$ cat config.mk
export PLATFORM = sky130hd
export DESIGN_NAME = ess_search
export DESIGN_NICKNAME = d
export VERILOG_FILES = /design/src/exponential_search_sorted_core_macros.svh /design/src/ess_pkg.sv /design/src/ess_search.sv
export SDC_FILE = /design/constraint.sdc
export NUM_CORES = 1
export LEC_CHECK = 0
export BUFFER_PORTS_ARGS = -buffer_cell sky130_fd_sc_hd__buf_2
export CORE_UTILIZATION = 30
export CTS_CLUSTER_SIZE = 16
export DETAILED_ROUTE_END_ITERATION = 8
export MAX_ROUTING_LAYER = met4
export SLEW_MARGIN = 10
export SYNTH_ARGS = -nofsm -noshare
export SYNTH_HDL_FRONTEND = slang
export SYNTH_SLANG_ARGS = --single-unit
export TNS_END_PERCENT = 5
$ cat constraint.sdc
create_clock -name clock -period 17.86 [get_ports clock]
set_clock_uncertainty 0.2 [all_clocks]
set_input_delay 5.358 -clock clock [delete_from_list [all_inputs] [get_ports clock]]
set_output_delay 5.358 -clock clock [all_outputs]
set_load 0.05 [all_outputs]
$ cat src/exponential_search_sorted_core_macros.svh
// Assertion macros for the exponential search core.
// Used by the top level only; expects a clock named clock and a reset named reset.
`ifndef EXPONENTIAL_SEARCH_SORTED_CORE_MACROS_SVH
`define EXPONENTIAL_SEARCH_SORTED_CORE_MACROS_SVH

// The consequent must hold in the same cycle as the antecedent.
`define ESS_ASSERT_SAME(label, ante, cons) \
   label: assert property (@(posedge clock) disable iff (reset) (ante) |-> (cons)) \
      else $error("exponential search core: same-cycle check failed");

// The consequent must hold in the cycle after the antecedent.
`define ESS_ASSERT_NEXT(label, ante, cons) \
   label: assert property (@(posedge clock) disable iff (reset) (ante) |=> (cons)) \
      else $error("exponential search core: next-cycle check failed");

`endif

$ cat src/ess_pkg.sv
// Shared types and constants of the exponential search core.
// No dependencies; imported by ess_search and the top level, not by ess_ram.
`default_nettype none

package ess_pkg;

   localparam int STORE_DEPTH = 1024;
   localparam int WORD_W      = 32;
   localparam int ADDR_W      = $clog2(STORE_DEPTH);
   localparam int BOUND_W     = ADDR_W + 1;
   localparam int COUNT_W     = 11;
   localparam int INDEX_W     = 10;
   localparam int POS_W       = 10;

   localparam logic OP_WRITE  = 1'b0;
   localparam logic OP_SEARCH = 1'b1;

   typedef logic signed [WORD_W-1:0] word_type;
   typedef logic [ADDR_W-1:0]        addr_type;
   typedef logic [BOUND_W-1:0]       bound_type;
   typedef logic [COUNT_W-1:0]       count_type;
   typedef logic [INDEX_W-1:0]       index_type;
   typedef logic [POS_W-1:0]         pos_type;

   typedef struct packed {
      logic     en;
      addr_type addr;
   } rd_req_type;

   typedef struct packed {
      logic    valid;
      logic    found;
      pos_type position;
   } rsp_type;

endpackage

`default_nettype wire

$ cat src/ess_search.sv
// Search sequencer: gallops, then bisects, issuing one store read per cycle.
// Depends on ess_pkg; reads the store through ess_ram's registered port.
`default_nettype none

module ess_search (
   input  wire logic                clock,
   input  wire logic                reset,
   input  wire logic                search_start,
   input  wire ess_pkg::word_type   search_key,
   input  wire ess_pkg::count_type  element_count,
   input  wire ess_pkg::word_type   rd_data,
   output ess_pkg::rd_req_type      rd_req,
   output logic                     busy,
   output ess_pkg::rsp_type         rsp
);

   import ess_pkg::*;

   typedef enum logic [1:0] {ST_IDLE, ST_GALLOP, ST_BCHECK} state_type;

   state_type state_ff, state_in;
   bound_type lo_ff, lo_in;
   addr_type  hi_ff, hi_in;
   addr_type  mid_ff, mid_in;
   addr_type  last_ff, last_in;
   word_type  key_ff, key_in;
   rsp_type   rsp_ff, rsp_in;

   bound_type n_eff;
   addr_type  last_w;
   bound_type nlo;
   addr_type  nhi;
   logic      stop;

   function automatic addr_type mid_of(input bound_type lo, input addr_type hi);
      bound_type span;
      span   = BOUND_W'(hi) - lo;
      mid_of = ADDR_W'(lo + (span >> 1));
   endfunction

   // Counts beyond the store size behave as a full store.
   always_comb begin
      if (32'(element_count) > 32'(STORE_DEPTH)) begin
         n_eff = BOUND_W'(STORE_DEPTH);
      end else begin
         n_eff = BOUND_W'(element_count);
      end
      last_w = ADDR_W'(n_eff - 1'b1);
   end

   always_comb begin
      state_in = state_ff;
      lo_in    = lo_ff;
      hi_in    = hi_ff;
      mid_in   = mid_ff;
      last_in  = last_ff;
      key_in   = key_ff;
      rsp_in   = '{valid: 1'b0, found: 1'b0, position: '0};
      rd_req   = '{en: 1'b0, addr: mid_ff};
      nlo      = lo_ff;
      nhi      = hi_ff;
      stop     = 1'b0;
      case (state_ff)
         ST_IDLE: begin
            if (search_start) begin
               key_in = search_key;
               if (n_eff == '0) begin
                  rsp_in.valid = 1'b1;
               end else begin
                  last_in     = last_w;
                  lo_in       = '0;
                  hi_in       = (last_w == '0) ? '0 : ADDR_W'(1);
                  rd_req.en   = 1'b1;
                  rd_req.addr = '0;
                  state_in    = ST_GALLOP;
               end
            end
         end
         ST_GALLOP: begin
            // rd_data holds element 0 on the first galloping probe, then the element at the current upper bound.
            if ((rd_data < key_ff) && (hi_ff < last_ff)) begin
               lo_in       = BOUND_W'(hi_ff);
               hi_in       = (hi_ff > (last_ff >> 1)) ? last_ff : ADDR_W'(hi_ff << 1);
               rd_req.en   = 1'b1;
               rd_req.addr = hi_in;
            end else begin
               mid_in      = mid_of(lo_ff, hi_ff);
               rd_req.en   = 1'b1;
               rd_req.addr = mid_in;
               state_in    = ST_BCHECK;
            end
         end
         ST_BCHECK: begin
            if (rd_data == key_ff) begin
               rsp_in.valid    = 1'b1;
               rsp_in.found    = 1'b1;
               rsp_in.position = POS_W'(mid_ff);
               state_in        = ST_IDLE;
            end else begin
               if (rd_data > key_ff) begin
                  if (mid_ff == '0) begin
                     stop = 1'b1;
                  end else begin
                     nhi = mid_ff - 1'b1;
                  end
               end else begin
                  nlo = BOUND_W'(mid_ff) + 1'b1;
               end
               if (stop || (nlo > BOUND_W'(nhi))) begin
                  rsp_in.valid = 1'b1;
                  state_in     = ST_IDLE;
               end else begin
                  // The next midpoint is read in the same cycle, one probe per cycle.
                  lo_in       = nlo;
                  hi_in       = nhi;
                  mid_in      = mid_of(nlo, nhi);
                  rd_req.en   = 1'b1;
                  rd_req.addr = mid_in;
               end
            end
         end
         default: begin
            state_in = ST_IDLE;
         end
      endcase
   end

   always_ff @(posedge clock) begin
      lo_ff           <= lo_in;
      hi_ff           <= hi_in;
      mid_ff          <= mid_in;
      last_ff         <= last_in;
      key_ff          <= key_in;
      rsp_ff.found    <= rsp_in.found;
      rsp_ff.position <= rsp_in.position;
      if (reset) begin
         state_ff     <= ST_IDLE;
         rsp_ff.valid <= 1'b0;
      end else begin
         state_ff     <= state_in;
         rsp_ff.valid <= rsp_in.valid;
      end
   end

   assign busy = (state_ff != ST_IDLE);
   assign rsp  = rsp_ff;

endmodule

`default_nettype wire

==> run summary, run 1 <==
status = completed
global-route wire length before repair = 31,900 um
critical path required time = 12.30 ns
Min Clock Period, post-route = 16.67 ns
Setup WS pre-CTS = 1.14 ns
vias in the first global route = 5,832
CTS Buf Count = 9
hold-fix buffers at CTS = 0
fmax = 60.0 MHz
Clock Tree Root = clkbuf_16
Mapped Cells = 794
Async SR Flop Fraction = 0%
commonest non-fill, non-tap cell in the layout = buf_2
NumNets Final = 1,061
Worst setup EP type = output pin
multi-input combinational cell area = 0.00452 sq mm
std cell rows = 57
post-synth top area share = 29.5%
Initial DRT Pass Iterations = 5
vias per cell = 5.03
slack of the critical path = 1.19 ns
reg2reg start = key_ff[15]
max_slew headroom = 26.8%
Worst Hold Class = reg2reg
area leader, netlist = edfxtp_1
Vias = 6,101
Max-cap violations = 0
top post-synthesis cells by area = edfxtp_1 (29%), ha_1 (16%), xnor2_1 (5.1%), inv_1 (4.5%), mux2i_1 (4.0%)
antenna fix cells = 0
Syn Area/Cell = 9.36 sq um
Post-Syn Area = 0.00743 sq mm
Post-CTS Resized = 0
CTS Buffer Depth = 2
number of synthesized register bits = 87
Core ar. = 0.0243 sq mm
CTS tree = yes
layout cell share with drive strength beyond 1 = 16.9%
Area Growth Syn to Fin = 14.9%
Util after Layout = 35.1%
Ports = 102
DP HPWL = 16,100 um
GP Congestion = 0.957
fillcell total = 2,491
Reg clk slew, reported paths = 0.07 ns
CP startpoint kind = input pin
unrepaired setup endpoints after global routing = no
# Post-CTS Setup Buffers = 0
final hold vios = 0
initial antenna violation count = 0
initial DRC count = 486
most frequent cells in the layout = buf_2 (101), ha_1 (94), inv_1 (90)
IO buf count = 101
Num Clock Sinks = 87
Die ar. = 0.0254 sq mm
warning count from the yosys run = 0
Die Wd = 159 um
GRT Util Overall = 16.6%
Final Setup Violations = 0
Tcrit/Tclk final = 93.4%
post-synthesis net count = 970
starting density of the core = 30.6%
Worst Max-Slew Pin Slew = 1.10 ns
clk_lat worst skew = 0.36 ns
largest net degree at the start of global routing = 42
detailed-route DRC error count = 0
wire length per cell = 16.6 um
register area share after synthesis = 33.3%
Top FF cell, synth = edfxtp_1
Vert. Die Dim = 159 um
final wirelength = 20,100 um
CP arrival = 11.12 ns
CP max FO = 19
Post-Route Setup TNS = 0 ns
FF/Latch Area = 0.00247 sq mm
CP Class = in2out
Slew Viols, Final = 0
Min Hold Slack = 0.371 ns
Detail Route Antenna Nets = 0
number of enable flip-flop cells after synthesis = 73
Worst Setup SP = rd_data[15]
min-delay src = state_ff[0]
GR Overflow Total = 0
Yosys cell types = 73
H-tree levels = 3
-- Yosys cell counts, drive strengths merged, types with 6 or more instances --
cell type  instances
nor2b              7
nand2             59
xnor2             45
xor2              21
nand2b             6
buf                7
clkbuf            19
nor4               8
a22oi              6
and3              18
edfxtp            73
mux2i             32
a21oi             60
a31oi              6
o21bai            10
nor2              51
nand4             12
inv               90
nand3             20
a21o              17
nor3              11
ha                94
o21ai             44
dfxtp             14
and2               8
-- logic make-up after synthesis --
kind of cell,count (synthesis),share of synthesized area (%)
DFF,87,33.3
xor gates and xnor gates,66,7.98
and+or+nand+nor,214,15.0
adders and majority gates,99,17.1
AOI/OAI and AO/OA,176,15.5
muxes,36,5.30
buffers and inverters,116,5.98
-- per-stage QoR --
stage               area, sq um  cells
detailed placement         8280   1198
finish                     8540   1214
CTS                        8540   1214
floorplan                  7430    794
global placement           8280   1198
global route               8540   1214
-- state kept, by name, summed over array words and instances, names as in the netlist --
name / flops
lo_ff: 11
rsp: 12
key_ff: 32
state_ff: 2
last_ff: 10
mid_ff: 10
hi_ff: 10
-- area by class of cell --
cell class	count	share of cell area, %
well taps	324	4.74
inverters	90	3.95
multi-input cells	591	52.9
clock buffers	10	2.68
flip-flops and latches	87	28.9
repair buffers	106	6.36
clock inverters	6	0.425
-- critical path, cell delays in order --
cell and delay [ns]:
buf_2 0.10, ha_1 0.30, nand4_1 0.19, nor4_1 0.46, o21ai_0 0.21, nand4_1 0.18
o21ba_2 0.20, and3_4 0.36, nor2_1 0.06, a21oi_1 0.32, ha_1 0.34, a21o_1 0.19
a21oi_1 0.15, o21ai_0 0.16, a221oi_4 0.45, xnor2_1 0.17, ha_1 0.29, a21o_1 0.20
maj3_2 0.33, and3_1 0.19, a221oi_1 0.24, o21bai_1 0.11, xnor2_1 0.15, o21ai_1 0.13
buf_2 0.28
-- final timing paths --
check	end	slack, ns	cells past startpoint
worst max-delay path	rd_req[8]	1.19	25
worst max register to register	mid_ff[8]	11.63	24
worst min register to register	state_ff[0]	0.37	2
worst min-delay path	state_ff[0]	0.37	2
-- metal layers --
layer / share of wire, % / track usage, % / up-vias / wire (um)
met2: 45 / 25.5 / 204 / 9020
met3: 5.8 / 2.19 / 22 / 1180
met4: 1.6 / 5.20 / 0 / 312
met1: 48 / 22.7 / 2854 / 9620
li1: - / - / 3021 / -
met5: 0 / - / - / 0
Power of run 1 is left out: the tool's default activity adds up to more than one toggle a clock period on the data nets, which glitch-free logic cannot reach.
==> inputs of run 2 (changes only) <==
--- a/config.mk
+++ b/config.mk
@@ -9,6 +9,8 @@
 export CORE_UTILIZATION = 30
 export CTS_CLUSTER_SIZE = 16
 export DETAILED_ROUTE_END_ITERATION = 8
+export GPL_ROUTABILITY_DRIVEN = 0
+export GPL_TIMING_DRIVEN = 0
 export MAX_ROUTING_LAYER = met4
 export SLEW_MARGIN = 10
 export SYNTH_ARGS = -nofsm -noshare
==> run 2 against run 1 <==
Non-clock buffer count grew 22. Register-to-register slack lost 0.24 ns. Worst hold slack lost 0.0074 ns. Global-route usage shrank 0.34 points. Via count shrank 0.52%. Core utilization grew 0.60 points. Die area is the same. First-iteration DRC count shrank 13%. Design area grew 1.7%. Clock-buffer cell count is the same. Cell count grew 1.8%. Flip-flop and latch count is the same. Largest cell class unchanged.
==> run summary, run 2 (synthesized netlist as in run 1, its figures left out) <==
Vert. Die Dim = 159 um
hold-fix buffers at CTS = 0
design area = 0.00869 sq mm
antenna fix cells = 0
vias per cell = 4.91
Max-cap violations = 0
Area after DPL = 0.00836 sq mm
Post-Route Setup TNS = 0 ns
worst r2r path cells = 24
most frequent cells in the layout = buf_2 (102), ha_1 (94), inv_1 (90)
GRT Util Overall = 16.3%
Tcrit/Tclk final = 95.1%
unrepaired setup endpoints after global routing = no
CP max FO = 10
Initial DRT Pass Iterations = 5
CTS Buf Count = 9
Num Clock Sinks = 87
Vias = 6,069
CP Capture Point = rd_req[8]
Area Growth Syn to Fin = 16.9%
clk_lat worst skew = 0.35 ns
CTS Buffer Depth = 2
DP HPWL = 16,100 um
global-route wire length before repair = 31,200 um
initial antenna violation count = 0
Core ar. = 0.0243 sq mm
CP arrival = 11.42 ns
max reg flops = 32
starting density of the core = 30.6%
Die ar. = 0.0254 sq mm
Post-CTS Resized = 0
commonest non-fill, non-tap cell in the layout = buf_2
final hold vios = 0
max_slew headroom = 18.6%
Worst Setup SP = rd_data[15]
reg2reg start = key_ff[15]
wire length per cell = 15.9 um
Worst setup EP type = output pin
Most flops, register = key_ff
layout cell share with drive strength beyond 1 = 16.7%
cell mode on critical path = ha_1
Worst Max-Slew Pin Slew = 1.22 ns
vias in the first global route = 5,802
Slew Viols, Final = 0
largest net degree at the start of global routing = 35
Worst Hold Class = reg2reg
CP Class = in2out
Reg clk slew, reported paths = 0.07 ns
status = completed
Die Wd = 159 um
initial DRC count = 424
Slowest cell on crit path = a221oi_4
CTS tree = yes
CP startpoint kind = input pin
critical path required time = 12.30 ns
GR Overflow Total = 0
crit-path max cell delay = 0.49 ns
# Post-CTS Setup Buffers = 0
H-tree levels = 3
detailed-route DRC error count = 0
worst r2r dst = mid_ff[8]
fmax = 58.9 MHz
Final Setup Violations = 0
hold-critical path depth = 2
Detail Route Antenna Nets = 0
final wirelength = 19,700 um
NumNets Final = 1,083
Clock Tree Root = clkbuf_16
Min Clock Period, post-route = 16.98 ns
Worst R2R Setup Slack = 11.39 ns
std cell rows = 57
IO buf count = 101
Ports = 102
run 2: changes by cell type in the layout (fill, tap and decap cells not counted), sizes merged:
cell,before,now
clkbuf,10,29
buf,106,109
clkinv,4,1
bufinv,0,2
inv,91,93
clkinvlp,1,0
run 2: worst max-delay path, delay by kind of cell:
kind,cells,cell delay (ns)
AO/OA/AOI/OAI,10,2.24
XOR/XNOR,2,0.33
adder cells (fa/ha/maj),4,1.37
buffers and inverters,4,0.89
AND/OR/NAND/NOR,5,1.21
run 2: stage by stage:
step	setup slack (ns)	utilization [%]	std cells	hold WS (ns)
6_report	0.881	35.7	1236	0.364
3_3_place_gp	0.915	34.3	1219	0.351
3_5_place_dp	0.888	34.4	1220	0.351
4_1_cts	0.850	35.7	1236	0.364
2_1_floorplan	1.62	-	794	0.323
5_1_grt	0.462	35.7	1236	0.425
run 2: how the worst min path moves through the flow:
stage,start,to
floorplan,state_ff[0],state_ff[0]
finish,state_ff[0],state_ff[0]
detailed placement,state_ff[0],state_ff[0]
global placement,state_ff[0],state_ff[0]
CTS,state_ff[0],state_ff[0]
global route,state_ff[0],state_ff[0]
run 2: area by class of cell:
type,count,area (sq um)
Inverter,90,338
Clock buffer,10,239
Buffer,26,106
Fill cell,2488,15600
Clock inverter,6,90.1
Timing Repair Buffer,102,517
Tap cell,324,405
Multi-Input combinational cell,591,4520
Sequential cell,87,2470
run 2: per-layer routing:
metal  part of all wire [%]  track usage, %
met1                     46            21.3
met3                    6.8            2.27
met4                    2.4            6.56
met2                     45            25.3
met5                      0               -
Power of run 2 is left out for the same reason.
